[src/sfc_pkg.sv]
package sfc_pkg;

	localparam logic [7:0] HEADER_BYTE       = 8'h16;
	localparam logic [7:0] VALUES_MIN_LENGTH = 8'd15;
	localparam logic [7:0] FRAME_LENGTH_RST  = 8'd56;

	// Value field byte positions within a frame
	localparam logic [7:0] FINE_FIRST   = 8'd3;
	localparam logic [7:0] FINE_LAST    = 8'd6;
	localparam logic [7:0] MEDIUM_FIRST = 8'd7;
	localparam logic [7:0] MEDIUM_LAST  = 8'd10;
	localparam logic [7:0] COARSE_FIRST = 8'd11;
	localparam logic [7:0] COARSE_LAST  = 8'd14;

	typedef struct packed {
		logic        frame_good;
		logic [31:0] fine_mass;
		logic [31:0] medium_mass;
		logic [31:0] coarse_mass;
	} result_t;

	// Handshake between the frame core and the output buffer
	typedef struct packed {
		logic push;
		logic full;
	} buf_ctrl_t;

endpackage

[src/sfc_frame_core.sv]
module sfc_frame_core (
	input  logic                clk,
	input  logic                arst_n,
	input  logic                frame_length_we,
	input  logic [7:0]          frame_length_wdata,
	input  logic                accept,
	input  logic [7:0]          rx_byte,
	input  logic                frame_begin,
	output logic                res_valid,
	output sfc_pkg::result_t    res
);

	logic [7:0]  frame_length_q;
	logic [7:0]  byte_position_q;
	logic [7:0]  running_sum_q;
	logic        header_matched_q;
	logic [31:0] fine_q;
	logic [31:0] medium_q;
	logic [31:0] coarse_q;

	logic [7:0]  pos;
	logic [7:0]  last;
	logic        first;
	logic        is_last;
	logic [7:0]  earlier_sum;
	logic        hdr_d;
	logic [31:0] fine_d;
	logic [31:0] medium_d;
	logic [31:0] coarse_d;
	logic        good;
	logic        show;

	always_comb begin
		pos     = frame_begin ? 8'd0 : byte_position_q;
		last    = (frame_length_q < 8'd2) ? 8'd0 : frame_length_q - 8'd1;
		first   = (pos == 8'd0);
		is_last = (pos >= last);

		earlier_sum = first ? 8'd0 : running_sum_q;
		hdr_d       = first ? (rx_byte == sfc_pkg::HEADER_BYTE) : header_matched_q;

		fine_d   = first ? 32'd0 : fine_q;
		medium_d = first ? 32'd0 : medium_q;
		coarse_d = first ? 32'd0 : coarse_q;
		// shift the byte in big-endian into whichever value field owns this position
		if (pos >= sfc_pkg::FINE_FIRST && pos <= sfc_pkg::FINE_LAST) begin
			fine_d = {fine_d[23:0], rx_byte};
		end else if (pos >= sfc_pkg::MEDIUM_FIRST && pos <= sfc_pkg::MEDIUM_LAST) begin
			medium_d = {medium_d[23:0], rx_byte};
		end else if (pos >= sfc_pkg::COARSE_FIRST && pos <= sfc_pkg::COARSE_LAST) begin
			coarse_d = {coarse_d[23:0], rx_byte};
		end

		good = hdr_d && (rx_byte == (8'd0 - earlier_sum));
		show = good && (frame_length_q >= sfc_pkg::VALUES_MIN_LENGTH);

		res_valid       = accept && is_last;
		res.frame_good  = good;
		res.fine_mass   = show ? fine_d : 32'd0;
		res.medium_mass = show ? medium_d : 32'd0;
		res.coarse_mass = show ? coarse_d : 32'd0;
	end

	always_ff @(posedge clk or negedge arst_n) begin
		if (!arst_n) begin
			frame_length_q   <= sfc_pkg::FRAME_LENGTH_RST;
			byte_position_q  <= 8'd0;
			running_sum_q    <= 8'd0;
			header_matched_q <= 1'b0;
			fine_q           <= 32'd0;
			medium_q         <= 32'd0;
			coarse_q         <= 32'd0;
		end else begin
			if (frame_length_we) begin
				frame_length_q <= frame_length_wdata;
			end
			if (accept) begin
				header_matched_q <= hdr_d;
				fine_q           <= fine_d;
				medium_q         <= medium_d;
				coarse_q         <= coarse_d;
				if (is_last) begin
					byte_position_q <= 8'd0;
					running_sum_q   <= 8'd0;
				end else begin
					byte_position_q <= pos + 8'd1;
					running_sum_q   <= earlier_sum + rx_byte;
				end
			end
		end
	end

	a_end_clears: assert property (@(posedge clk) disable iff (!arst_n)
		res_valid |=> (byte_position_q == 8'd0) && (running_sum_q == 8'd0))
		else $error("frame end did not clear position and sum");

	a_mid_advances: assert property (@(posedge clk) disable iff (!arst_n)
		accept && !res_valid |=> byte_position_q != 8'd0)
		else $error("byte position wrapped inside a frame");

	a_short_zero: assert property (@(posedge clk) disable iff (!arst_n)
		res_valid && (frame_length_q < sfc_pkg::VALUES_MIN_LENGTH)
		|-> (res.fine_mass == 32'd0) && (res.medium_mass == 32'd0)
			&& (res.coarse_mass == 32'd0))
		else $error("short frame reported values");

endmodule

[config.mk]
export PLATFORM = sky130hd
export DESIGN_NAME = sfc_frame_core
export DESIGN_NICKNAME = d
export VERILOG_FILES = /design/src/sfc_pkg.sv /design/src/sfc_frame_core.sv
export SDC_FILE = /design/constraint.sdc
export NUM_CORES = 1
export LEC_CHECK = 0
export ABC_AREA = 1
export BUFFER_PORTS_ARGS = -buffer_cell sky130_fd_sc_hd__buf_2
export CORE_MARGIN = 10
export CORE_UTILIZATION = 45
export CTS_CLUSTER_DIAMETER = 80
export DETAILED_ROUTE_END_ITERATION = 7
export GPL_TIMING_DRIVEN = 0
export HOLD_SLACK_MARGIN = 0.12
export PLACE_DENSITY = 0.63
export SLEW_MARGIN = 20
export SYNTH_ARGS = -nofsm -noshare
export SYNTH_HDL_FRONTEND = slang
export SYNTH_SLANG_ARGS = --single-unit
[constraint.sdc]
create_clock -name clk -period 6.6 [get_ports clk]
set_input_delay 0.66 -clock clk [delete_from_list [all_inputs] [get_ports clk]]
set_output_delay 0.66 -clock clk [all_outputs]
set_load 0.005 [all_outputs]
==> flow_results.org, run 1 <==
** Status
- Outcome :: finished clean

** Setup path
- Worst Path Buf+Inv :: 6
- Largest incremental delay on the critical path :: 0.34 ns
- Worst Path Arrival :: 3.63 ns
- Required time worst endpoint :: 5.94 ns
- Series of cell instances along the critical path :: inv_1, nor2_1, inv_1, ha_1, inv_1, nor2_2, nand2_4, buf_6, nand2_1, ha_1, xnor2_1, o211ai_1, nor2_2, nand3_2, nor2_4, nand3_2, buf_2, nor2_1, buf_2
- Critical path type :: reg -> out
- Of all nets on the critical path, the largest fanout is 10.
- The cell that appears most often on the critical path is inv_1.
- The worst setup path is captured at an output pin.
- The worst setup path is launched from a register.
- The slowest stage of the critical path is the dfrtp_1 cell.
- The cell family contributing the most delay on the critical path is simple AND/OR/NAND/NOR gates.

** STA
- The final number of hold-violating endpoints is 0.
- Sum of negative setup slack :: 0 ns
- Headroom to the max-slew limit came out at 0.597.
- Final critical path time including I/O delays and setup :: 4.29 ns
- Setup-violating endpoint count in the final report :: 0
- In the finished design, the share of the clock period the worst path needs comes to 0.650.
- The number of max-slew violations in the final report came to 0.
- Transition time at the pin with the least slew margin :: 0.604 ns
- Clock Skews :: 0.0116 ns
- For this run, the top clock speed supported by timing is 233 MHz.
- Unrepaired setup endpoints after global routing :: no

** Global routing
- Vias in the first global route :: 7782
- Antenna violations before repair :: 0
- Total gr overflow :: 0
- For this run, the total global-route usage over all layers was measured as 0.207.
- Global-route wire length before repair :: 40.1 mm
- Pin count of the biggest net entering global routing :: 85

** Drt
- After detailed routing, the number of remaining DRC violations is 0.
- DRC violation total after the first TritonRoute iteration :: 590
- The first detailed-routing pass took 5 iterations.
- Summed over all layers, the routed wires come to 23.9 mm.
- Using the TritonRoute via totals, the vias-per-cell ratio works out to 5.31.
- Wire length per cell :: 16.5 um
- The detail route stage leaves a number of antenna-violating nets equal to 0.
- Vias after detailed routing :: 7703

** Placement
- Estimated wirelength of the detail-placed design :: 17.8 mm
- Final weighted congestion of routability-driven global placement :: 0.865
- In this run the tool buffered the top-level ports with 117 buffer cells.

** Die
- Initial core utilization :: 0.455
- Pin placement for this block handled 119 I/O pins.
- Total core area :: 0.0172 sq mm
- Die Span Y :: 152 um
- The die covers 0.0231 sq mm.
- Cell row count :: 48
- The die is 152 um wide.

** Pwr
- Lkg Pwr :: 4.47 nW
- Power Dens Cells :: 241 mW/mm^2
- The worst-case IR drop observed on VDD is 0.196 mV.

** Synth
- In the synthesized netlist the dominant register cell turns out to be dfrtp_1.
- The biggest area contributor in the post-synthesis netlist is dfrtp_1.
- Library cells used by synthesis :: 43
- Synthesized area per cell :: 7.27 sq um
- The share of synthesized area in the top cell type comes to 0.378.
- After synthesis, the cell types taking the most area are dfrtp_1 (38%), nand2_1 (15%), o21ai_0 (10%).
- Synthesis produced a netlist with a net count of 1117.
- The Yosys step of the flow raised 0 warnings.
- Yosys mapped a number of flops with a built-in enable equal to 0.
- Synthesis produced 1076 cells.
- Yosys reg bits :: 121
- Summing every instance area after synthesis gives 0.00782 sq mm.
- Share of synthesized area occupied by flip-flops and latches :: 0.388
- Fraction of synthesis flops using an asynchronous set or reset pin :: 1.00

** Finish
- Relative to the synthesized area, the layout overhead comes to 19.0%.
- For this run, the share of the core covered by cells in the final layout is 0.542.
- 0 antenna diodes ended up in the layout.
- Final-layout fill cell count :: 1664
- Layout cells sized above 1 :: 0.188
- In the final design database the tool counted 1254 nets.

** Clock network
- Post-CTS sizing :: 0
- For the worst-skew pair, the clock arrives at the later sink with an insertion delay of 0.42 ns.
- Clock-pin slew on the worst setup and hold paths :: 0.06 ns
- Deepest level of the CTS H-tree :: 4
- Clock tree root driver cell :: clkbuf_16
- Total of hold buffers inserted after clock tree synthesis :: 0
- Buffers added to address setup during post-CTS repair amount to 0.
- In this run, CTS created clock tree buffers numbering 17.
- The clock passes through at most 2 buffers.
- TritonCTS built the clock tree.
- TritonCTS Sinks :: 121

** Job
- The tool flagged a number of max-cap violations equal to 0.

** Hold path
- The min-delay analysis places its worst path in the category in -> async.
## cells by family after synthesis
| group | Yosys count | share of synthesized area |
|---|---|---|
| multiplexers | 2 | 0.00288 |
| buffers and inverters | 134 | 0.0741 |
| adder cells (fa/ha/maj) | 20 | 0.0320 |
| flip-flops | 121 | 0.388 |
| AND/OR/NAND/NOR | 542 | 0.319 |
| AO/OA/AOI/OAI | 248 | 0.175 |
| XOR/XNOR | 9 | 0.0101 |
## final timing paths
kind	from	end	depth (start not counted)	slack, ns
max	byte_position_q[1]	res[33]	19	2.31
min	arst_n	coarse_q[25]	1	0.11
max reg2reg	byte_position_q[1]	coarse_q[7]	12	3.74
min reg2reg	medium_q[7]	medium_q[7]	2	0.48
max in group asynchronous	arst_n	frame_length_q[3]	2	5.72
min in group clk	frame_length_wdata[6]	frame_length_q[6]	3	0.45
## flip-flops by register name, summed over array words and instances, names as in the netlist
signal            flops
fine_q               32
running_sum_q         8
frame_length_q        8
coarse_q             32
byte_position_q       8
header_matched_q      1
medium_q             32
## cell usage after synthesis (3+ instances only)
cell and instances:
nand2_1 305, o21ai_0 159, nor2_1 135, dfrtp_1 118, inv_1 63, clkbuf_1 51, a31oi_1 48, nor2_4 44
nand3_1 29, ha_1 20, a21oi_1 19, buf_2 10, nand4_1 7, o22ai_1 7, xor2_1 6, nor3_1 5
buf_8 4, or2_2 4, dfstp_2 3, nor2_2 3, xnor2_1 3
## worst reg2reg max path, delay by kind of cell (launching register included)
kind / cells / cell delay, ns
AO/OA/AOI/OAI: 3 / 0.46
AND/OR/NAND/NOR: 6 / 1.16
adder cells (fa/ha/maj): 1 / 0.32
buffers and inverters: 2 / 0.44
flip-flops: 1 / 0.34
## cell usage in the layout (no fill, tap or decap), types with 3 or more instances in the layout
cell type  netlist  routed
nand2_1        305     305
o21ai_0        159     159
nor2_1         135     135
buf_2           10     126
dfrtp_1        118     118
inv_1           63      63
clkbuf_1        51      55
a31oi_1         48      48
nor2_4          44      44
nand3_1         29      29
ha_1            20      20
a21oi_1         19      19
clkbuf_16        0      17
nand4_1          7       7
o22ai_1          7       7
xor2_1           6       6
nor3_1           5       5
buf_8            4       5
or2_2            4       4
clkbuf_8         0       4
xnor2_1          3       3
nor2_2           3       3
dfstp_2          3       3
## area by class of cell
type / instances / area [sq um] / share of cell area
Multi-Input combinational cell: 821 / 4210 / 0.452
Clock inverter: 6 / 88.8 / 0.00954
Sequential cell: 121 / 3030 / 0.326
Buffer: 70 / 339 / 0.0364
Clock buffer: 25 / 495 / 0.0532
Tap cell: 225 / 282 / 0.0302
Inverter: 64 / 240 / 0.0258
Timing Repair Buffer: 118 / 623 / 0.0669
## per-layer routing
metal	vias to the layer above	track usage	part of all wire
li1	3808	-	-
met1	3615	0.264	0.44
met2	240	0.339	0.47
met3	40	0.0460	0.062
met4	0	0.0715	0.021
met5	-	0	0
## through the flow
stage	cells	total power [mW]	worst slack [ns]	hold WS, ns	instance area, sq um
after global routing	1450	2.37	2.06	0.124	9310
after detailed placement	1419	1.32	2.35	0.473	8730
after global placement	1418	1.31	2.36	0.467	8690
final	1450	2.24	2.31	0.114	9310
after CTS	1450	2.25	2.29	0.120	9310
after floorplan	1076	1.17	3.06	0.364	7820
## where the power goes
group          leakage, nW  switching (mW)  internal (mW)
Sequential            1.65          0.0408          0.786
Combinational         2.54           0.331          0.148
Clock                0.280           0.344          0.594
Total                 4.47           0.716           1.53
Note: power is estimated with default switching activity, not from simulation.
==> run 2: changes to the inputs <==
==> constraint.sdc (replaced) <==
create_clock -name clk -period 4.15 [get_ports clk]
set_input_delay 0.415 -clock clk [delete_from_list [all_inputs] [get_ports clk]]
set_output_delay 0.415 -clock clk [all_outputs]
set_load 0.005 [all_outputs]
==> run 2 against run 1 <==
Sequential power up 60%. Utilization up 0.15 points. Combinational power grew 60%. Total power grew 59%. Clock skew increased by 0.0019 ns. Worst hold slack improved by 0.089 ns. Clock-buffer cell count unchanged. Largest cell class unchanged. Largest power group unchanged. Highest routed layer unchanged.
==> flow_results.org, run 2 (synthesized netlist as in run 1, its figures left out) <==
** Status
- Outcome :: finished clean

** Die
- Die Span Y :: 152 um
- DIE AREA :: 0.0231 sq mm
- 119 I/O pins were placed.
- Initial core utilization :: 0.455
- The floorplan has 48 rows.
- The die is 152 um wide.
- In this run the standard cell core region covers 0.0172 sq mm.

** Setup path
- Worst Path Buf+Inv :: 6
- The signal on the critical path passes through inv_1, nor2_2, inv_1, ha_1, inv_1, nor2_2, nand2_4, buf_6, nand2_1, ha_1, xnor2_1, o211ai_1, nor2_2, nand3_2, nor2_4, nand3_4, clkbuf_4, nor2_1, buf_2.
- Worst Path Arrival :: 3.42 ns
- Grouping stages by cell kind, the critical path spends the most delay in simple AND/OR/NAND/NOR gates.
- Depth of the most critical reg-to-reg path :: 13
- For this run, the slowest stage of the critical path takes 0.34 ns.
- STA classifies the critical path endpoint as an output pin.
- Crit Path Max Fanout :: 10
- For the worst setup path, the data required time is 3.73 ns.
- Sort of element at the start of the critical path :: register
- Critical path type :: reg -> out
- Master of the slowest instance on the critical path :: dfrtp_1
- The critical path crosses 19 cells after its start point.

** Pwr
- Switch Pwr :: 1.14 mW
- Cell Int Power :: 2.43 mW
- Lkg Pwr :: 4.47 nW
- Register share of total power :: 0.368
- Peak ir drop on the vdd network :: 0.312 mV
- Of the total power, the share spent switching nets is 0.320.
- Dividing total power by cell area gives a power density of 383 mW/mm^2.
- Clock network fraction of total power :: 0.418
- The share of total power dissipated in combinational logic is 0.214.

** Global routing
- Pin count of the biggest net entering global routing :: 85
- Total gr overflow :: 0
- The number of global-route vias before repair is 7788.
- Combined global-route utilization of all metal layers :: 0.208
- Global-route wire length before repair :: 40.1 mm
- The number of antenna violations at the first check in global routing was 0.

** Placement
- Estimated wirelength of the detail-placed design :: 17.8 mm
- Port-buffer cells :: 117
- Final weighted congestion of routability-driven global placement :: 0.865

** Finish
- For this run, the post-layout net count is 1255.
- Largest registers in the final layout :: coarse_q: 32 flops, fine_q: 32 flops, medium_q: 32 flops
- Most used cells in the layout excluding fill and tap cells :: nand2_1 (305), o21ai_0 (159), nor2_1 (134)
- Synth-to-layout area growth :: 19.4%
- Most common cell after layout, fill and taps aside :: nand2_1
- Layout cells sized above 1 :: 0.188

** STA
- Hold Fails Final Rpt :: 0
- Clock Skews :: 0.0135 ns
- In the finished design, the share of the clock period the worst path needs comes to 0.925.
- Worst hold slack after final layout :: 0.204 ns
- Sum of negative setup slack :: 0 ns
- Setup repair after global routing left no endpoint under its margin.
- Derived from the worst setup path, the maximum achievable clock frequency is 261 MHz.
- Max-slew headroom at the worst pin :: 0.594
- Transition time at the pin with the least slew margin :: 0.609 ns
- The routed design could run at a clock period as short as 3.84 ns.
- The number of max-slew violations in the final report is 0.
- Setup violations remaining at the end of the flow were counted as 0.

** Clock network
- TritonCTS clock tree :: yes
- Clock tree root driver cell :: clkbuf_16
- The clock drives 121 sinks.
- Deepest level of the CTS H-tree :: 4
- The clock reaches the later pin of the worst-skew pair after 0.42 ns.
- Post-CTS setup repair buffer count :: 0
- The clock passes through at most 2 buffers.
- Clock-pin slew on the worst setup and hold paths :: 0.06 ns
- Number of buffers inserted during clock tree synthesis :: 17

** Drt
- The final layout contains routed wiring with a total length of 23.9 mm.
- DRT antenna net count :: 0
- DRC violation total after the first TritonRoute iteration :: 573
- Vias after detailed routing :: 7721
- In the final routed layout, each cell accounts on average for 16.5 um.
- Avg Vias per Cell :: 5.32
- Number of detailed-routing iterations run before antenna repair :: 7
- Drt drc :: 0

** Hold path
- Hold Path Cell Cnt :: 3
- In this run the worst hold path is classified as in -> reg.

** Job
- The tool flagged a number of max-cap violations equal to 0.
-- run 2: changes by cell type in the layout (fill, tap and decap cells not counted), sizes merged --
cell / delta
buf: -1
clkbuf: +1
dlygate4sd3: +1
diode: +1
-- run 2: routing by layer --
layer  global-route usage  wire [um]
met2                0.339      11400
met1                0.264      10800
met4               0.0715        402
met3               0.0460       1310
met5                    0          0
-- run 2: power by group through the flow --
| stage | registers, mW | logic (mW) | clock network [mW] |
|---|---|---|---|
| 2_1_floorplan | 1.32 | 0.545 | 0 |
| 3_3_place_gp | 1.33 | 0.745 | 0 |
| 3_5_place_dp | 1.33 | 0.758 | 0 |
| 4_1_cts | 1.31 | 0.763 | 1.51 |
| 5_1_grt | 1.32 | 0.879 | 1.57 |
| 6_report | 1.32 | 0.765 | 1.49 |
-- run 2: layout make-up --
cell class	count	area (sq um)
multi-input combinational	821	4220
fill	1662	7840
antenna	1	2.50
inverter	64	240
clock buffer	25	495
timing repair buffer	119	633
buffer	70	342
sequential	121	3030
tap	225	282
clock inverter	6	88.8
-- run 2: metrics by stage --
step / cells / util / power (mW) / cell area (sq um) / setup WS (ns)
after floorplan: 1076 / - / 1.86 / 7820 / 1.10
after global placement: 1418 / 0.506 / 2.08 / 8690 / 0.396
after detailed placement: 1419 / 0.508 / 2.09 / 8730 / 0.389
after CTS: 1451 / 0.543 / 3.59 / 9320 / 0.0865
after global routing: 1451 / 0.543 / 3.77 / 9330 / 0.0852
final: 1452 / 0.543 / 3.57 / 9340 / 0.312
-- run 2: tightest hold or removal path, stage by stage --
cell and delay, ns:
buf_2 0.07, nand2_1 0.04, o21ai_0 0.06
-- run 2: worst paths after layout --
path	startpoint	end	slack (ns)
max	byte_position_q[1]	res[33]	0.31
min	frame_length_wdata[6]	frame_length_q[6]	0.20
max reg2reg	frame_length_q[2]	running_sum_q[5]	1.31
min reg2reg	coarse_q[10]	coarse_q[10]	0.49
max in group asynchronous	arst_n	frame_length_q[3]	2.93
min in group asynchronous	arst_n	coarse_q[25]	0.47
-- run 2: what timing repair did --
item                                    in CTS  in global routing
gates resized for setup                      0                  3
hold buffers                                 1                  0
endpoints found under the setup margin       0                 76
endpoints found under the hold margin       37                  0
